`config.mk`:
```
export PLATFORM = sky130hd
export DESIGN_NAME = ppd_sqrt
export DESIGN_NICKNAME = d
export VERILOG_FILES = /design/src/rtl/periodic_pair_distance_top_defines.svh /design/src/rtl/ppd_pkg.sv /design/src/rtl/ppd_sqrt.sv
export SDC_FILE = /design/constraint.sdc
export NUM_CORES = 2
export LEC_CHECK = 0
export ABC_AREA = 1
export BUFFER_PORTS_ARGS = -buffer_cell sky130_fd_sc_hd__buf_4
export CORE_MARGIN = 5
export CORE_UTILIZATION = 45
export DETAILED_ROUTE_END_ITERATION = 8
export PLACE_DENSITY_LB_ADDON = 0.15
export SLEW_MARGIN = 15
export SYNTH_ARGS = -nofsm -noshare
export SYNTH_HDL_FRONTEND = slang
export SYNTH_SLANG_ARGS = --single-unit
```
`constraint.sdc`:
```
create_clock -name clock -period 76.1 [get_ports clock]
set_clock_uncertainty 0.1 [all_clocks]
set_input_delay 7.61 -clock clock [delete_from_list [all_inputs] [get_ports clock]]
set_output_delay 7.61 -clock clock [all_outputs]
set_load 0.02 [all_outputs]
```
`src/rtl/periodic_pair_distance_top_defines.svh`:
```
// Assertion macros used by the RTL that checks itself.
`ifndef PERIODIC_PAIR_DISTANCE_TOP_DEFINES_SVH
`define PERIODIC_PAIR_DISTANCE_TOP_DEFINES_SVH

// Check a condition at every clock edge outside reset.
`define PPD_ASSERT(label, clk, rst, cond, msg) \
   label: assert property (@(posedge clk) disable iff (rst) (cond)) else $error(msg);

// Check that a trigger implies a consequence in the same cycle.
`define PPD_ASSERT_IMP(label, clk, rst, trig, cons, msg) \
   label: assert property (@(posedge clk) disable iff (rst) (trig) |-> (cons)) else $error(msg);

`endif

```
`src/rtl/ppd_pkg.sv`:
```
// ----------------------------------------------------------------------------
// ppd_pkg
// Widths, register indexes and pipeline payload types for the pair distance.
// ----------------------------------------------------------------------------
`default_nettype none

package ppd_pkg;

   localparam int COORD_W   = 24;                 // Q8.16 coordinate
   localparam int FRAC_BITS = 16;                 // fraction bits of sine/cosine
   localparam int DIFF_W    = COORD_W + 2;        // signed image difference
   localparam int MAG_W     = COORD_W + 1;        // image difference magnitude
   localparam int SQR_W     = 2 * MAG_W;          // one squared component
   localparam int SUM_W     = SQR_W + 1;          // dx^2 + dy^2
   localparam int LIM_W     = 2 * COORD_W;        // threshold squared
   localparam int ROOT_W    = COORD_W;            // distance of a neighbor
   localparam int QBITS     = FRAC_BITS + 1;      // quotient bits, ratio <= 1.0
   localparam int DIST_W    = 26;
   localparam int TRIG_W    = 18;
   localparam int CSR_IDX_W = 8;

   localparam logic [CSR_IDX_W-1:0] CSR_PERIOD    = CSR_IDX_W'(0);
   localparam logic [CSR_IDX_W-1:0] CSR_THRESHOLD = CSR_IDX_W'(1);

   // Winning image data that rides along the square root and divider.
   typedef struct packed {
      logic               hit;
      logic [COORD_W-1:0] mag_x;
      logic [COORD_W-1:0] mag_y;
      logic               neg_x;
      logic               neg_y;
   } side_type;

   typedef struct packed {
      logic [LIM_W-1:0] sq;
      side_type         side;
   } sqrt_in_type;

   typedef struct packed {
      logic [ROOT_W-1:0] root;
      side_type          side;
   } sqrt_out_type;

   typedef struct packed {
      logic [ROOT_W-1:0] root;
      logic [QBITS-1:0]  q_x;
      logic [QBITS-1:0]  q_y;
      side_type          side;
   } div_out_type;

endpackage

`default_nettype wire

```
`src/rtl/ppd_sqrt.sv`:
```
// ----------------------------------------------------------------------------
// ppd_sqrt
// Pipelined integer square root, one result bit per stage.
// ----------------------------------------------------------------------------
`default_nettype none

module ppd_sqrt (
   input  wire                   clock,
   input  wire                   reset,
   input  wire                   in_valid,
   output logic                  in_ready,
   input  ppd_pkg::sqrt_in_type  in_data,
   output logic                  out_valid,
   input  wire                   out_ready,
   output ppd_pkg::sqrt_out_type out_data
);

   localparam int STEPS = ppd_pkg::ROOT_W;
   localparam int W     = ppd_pkg::LIM_W;

   logic                 v_ff    [STEPS];
   logic [W-1:0]         rem_ff  [STEPS];
   logic [W-1:0]         res_ff  [STEPS];
   ppd_pkg::side_type    side_ff [STEPS];
   logic [W-1:0]         rem_in  [STEPS];
   logic [W-1:0]         res_in  [STEPS];
   logic                 adv;

   // Stall the whole chain only when the last stage cannot hand off
   assign adv      = !v_ff[STEPS-1] || out_ready;
   assign in_ready = adv;

   // One digit step per stage
   always_comb begin
      logic [W-1:0] src_rem;
      logic [W-1:0] src_res;
      logic [W-1:0] bitv;
      logic [W-1:0] trial;
      for (int i = 0; i < STEPS; i++) begin
         src_rem = (i == 0) ? in_data.sq : rem_ff[(i == 0) ? 0 : i-1];
         src_res = (i == 0) ? '0         : res_ff[(i == 0) ? 0 : i-1];
         bitv    = W'(1) << (W - 2 - 2 * i);
         trial   = src_res + bitv;
         if (src_rem >= trial) begin
            rem_in[i] = src_rem - trial;
            res_in[i] = (src_res >> 1) + bitv;
         end else begin
            rem_in[i] = src_rem;
            res_in[i] = src_res >> 1;
         end
      end
   end

   // Advance valid bits
   always_ff @(posedge clock) begin
      if (reset) begin
         for (int i = 0; i < STEPS; i++) v_ff[i] <= 1'b0;
      end else if (adv) begin
         v_ff[0] <= in_valid;
         for (int i = 1; i < STEPS; i++) v_ff[i] <= v_ff[i-1];
      end
   end

   // Advance payload
   always_ff @(posedge clock) begin
      if (adv) begin
         side_ff[0] <= in_data.side;
         for (int i = 1; i < STEPS; i++) side_ff[i] <= side_ff[i-1];
         for (int i = 0; i < STEPS; i++) begin
            rem_ff[i] <= rem_in[i];
            res_ff[i] <= res_in[i];
         end
      end
   end

   assign out_valid     = v_ff[STEPS-1];
   assign out_data.root = res_ff[STEPS-1][ppd_pkg::ROOT_W-1:0];
   assign out_data.side = side_ff[STEPS-1];

endmodule

`default_nettype wire

```
==> results_dict.tcl <==
set metrics [dict create \
    run_status "complete, no violations" \
    finalMaxSlewViolations 0 \
    dr.pass1.iters 9 \
    maxSlewHeadroom_pct 23.41 \
    crit_path_end_kind "output pin" \
    ctsHoldBuffers 0 \
    power_frac_clock_pct 29.9 \
    period_share_pct 20.91 \
    gp_congestion 0.9156 \
    ios 180 \
    post_cts_buffers 0 \
    grt_pass1_vias 71150 \
    r2r_start "v_ff[2][7]$_SDFFCE_PP0P_" \
    grt_first_pass_wirelength_mm 420.1 \
    start_util_pct 45.17 \
    share_seq_of_total_power_pct 46.8 \
    reg2reg_depth 6 \
    hold_viol_final 0 \
    path_class "in -> out" \
    stdcell_area_sq_mm 0.1311 \
    fmax_mhz 62.85 \
    drt-wirelength-per-cell_microns 19.21 \
    cts_buffers 288 \
    r2r_end "side_ff[2][230]$_DFFE_PN_" \
    synth_cells 10360 \
    post-route-min-period_ns 15.91 \
    cp_cell_sequence "buf_4 -> inv_1 -> nand2_4 -> buf_4" \
    final_common_cell "nand2_1" \
    power_density_mw_per_mm2 34.32 \
    portBuffers 179 \
    clk_pin_slew_ns 0.05 \
    worstHoldPathCells 0 \
    cp_max_fo 14 \
    regArea_sq_mm 0.07964 \
    ant_nets 0 \
    area_growth_pct 11.86 \
    syn_area_sq_mm 0.1172 \
    yosysSeqAreaShare_pct 67.95 \
    cts-resized-gates 0 \
    layout_common_cells "nand2_1, edfxtp_1, inv_1" \
    drive_gt1_share_pct 7.743 \
    num_rows 187 \
    tns_ns 0 \
    worst_path_max_delay_cell "buf_4" \
    yosysWarnings 0 \
    min_to "side_ff[2][225]$_DFFE_PN_" \
    fillers 22950 \
    final_nets 11140 \
    routed_wl_mm 275.5 \
    clock-sinks 2652 \
    drtIter0Drc 6093 \
    antenna_found_initial 8 \
    dpl_cell_area_sq_mm 0.1219 \
    grt_max_degree 196 \
    rrSetupSlack_ns 70.42 \
    crit_top_cell "buf_4" \
    ys_types 58 \
    dp_hpwl_mm 206.4 \
    synth-edff-count 2652 \
    cp_top_family "buffers and inverters" \
    cts_max_level 5 \
    leakagePower_uw 0.05485 \
    multi_input_area_sq_mm 0.03110 \
    p_sw_share_pct 32.65 \
    root_buffer "clkbuf_16" \
    synth_fp_nets 10780 \
    share_comb_of_total_power_pct 23.2 \
    cts_tree "built" \
    drc 0 \
    hold_path.class "reg -> reg" \
    grt.total_usage_pct 19.98 \
    required_ns 68.39 \
    setup_viol_count_final 0 \
    dieHeight_microns 520.4 \
    die_w_microns 520.4 \
    synth-seq-cells 2652 \
    detail_route.vias_per_cell 5.083 \
    clock_latency_ns 0.87 \
    p_total_uw 4500 \
    core_sq_mm 0.2595 \
    ys.flop_type "edfxtp_1" \
    crit_arrival_ns 8.20 \
    internal_power_uw 3030 \
    drv_cap 0 \
    ir_drop_v 0.00002115 \
    vias 72900 \
    hold_start "side_ff[2][174]$_DFFE_PN_" \
    setup.worst_path.start_class "input port" \
    crit_buf_inv 3 \
    dieArea_sq_mm 0.2708 \
    async_flop_share_pct 0 \
    rsz0062_at_grt "false" \
    p_switching_uw 1469 \
    clock_path_buffers 4 \
    avgSynthCellArea_sq_um 11.32 \
    max_stage_delay_ns 0.21 \
    overflow 0 \
    max_slew.worst_pin.slew_ns 1.146 \
]
how the worst max path moves through the flow:
stage	startpoint	endpoint	slack, ns	depth (start not counted)
6_report	out_ready	in_ready	60.19	4
5_1_grt	out_ready	in_ready	60.15	4
4_1_cts	out_ready	in_ready	60.16	4
3_5_place_dp	out_ready	in_ready	60.16	4
3_3_place_gp	out_ready	in_ready	60.15	4
2_1_floorplan	out_ready	v_ff[0][5]$_SDFFCE_PN0P_	0.40	5
worst register-to-register path, cell delays in order, from the launching register on:
cell and delay [ns]:
edfxtp_1 0.45, nand2_4 0.24, buf_12 0.70, buf_4 0.97, buf_12 0.76, buf_4 1.07, buf_4 0.94
area by class of cell:
class | count | share of cell area, %
sequential | 2652 | 60.74
tap | 3402 | 3.247
clock buffer | 345 | 5.806
timing repair buffer | 215 | 1.269
clock inverter | 167 | 1.175
antenna | 1 | 0.001909
multi-input combinational | 6155 | 23.72
inverter | 1405 | 4.034
logic make-up (layout without fill, tap and decap cells):
group | count (synthesis) | count (layout) | share of synthesized area (%)
flip-flops | 2652 | 2652 | 67.95
adder cells (fa/ha/maj) | 322 | 322 | 3.437
AO/OA/AOI/OAI | 814 | 814 | 4.002
buffers and inverters | 1550 | 2132 | 5.522
AND/OR/NAND/NOR | 4738 | 4738 | 16.99
other | 0 | 1 | 0
XOR/XNOR | 281 | 281 | 2.100
per-stage QoR:
step	util, %	setup WS [ns]	hold slack [ns]	std cells
final	50.53	60.19	0.3013	14340
after global routing	50.53	60.15	0.2981	14340
after CTS	50.53	60.16	0.2884	14340
after detailed placement	47.00	60.16	0.3045	13830
after global placement	47.00	60.15	0.3001	13830
after floorplan	-	0.4021	0.3003	10360
metal layers:
layer	share of wire (%)	vias up	track usage, %	wire (microns)
met5	0	-	0	0
met4	2.6	0	5.301	7181
met3	5.0	413	2.650	13710
met2	46	1733	32.27	126300
met1	47	34910	28.71	128300
li1	-	35840	-	-
state kept, by name, summed over array words and instances, names as in the netlist:
register / cells
rem_ff: 1104
res_ff: 300
side_ff: 1224
v_ff: 24
synth_stat cells (48+ instances only):
cell type  number  share of area [%]
nand2_1      2682                8.6
edfxtp_1     2652                 68
inv_1        1372                4.4
nor2_1        994                3.2
nand3_1       489                2.1
a21oi_1       342                1.5
ha_1          322                3.4
nand4_1       192                1.0
o21ai_0       180               0.77
xnor2_1       158                1.2
xor2_1        123               0.92
nor3_1        121               0.52
o21ai_1       107               0.46
nor4_1         89               0.48
buf_4          88               0.56
a21oi_2        70               0.52
nand3b_1       48               0.31
power groups by stage:
stage	Sequential (uW)	Clock (uW)	Combinational, uW
global route	2130	1460	1180
detailed placement	2140	0	1030
CTS	2110	1400	1040
floorplan	2010	0	750
global placement	2130	0	1030
finish	2110	1350	1050
No activity file was read; power rests on OpenSTA's default activity.
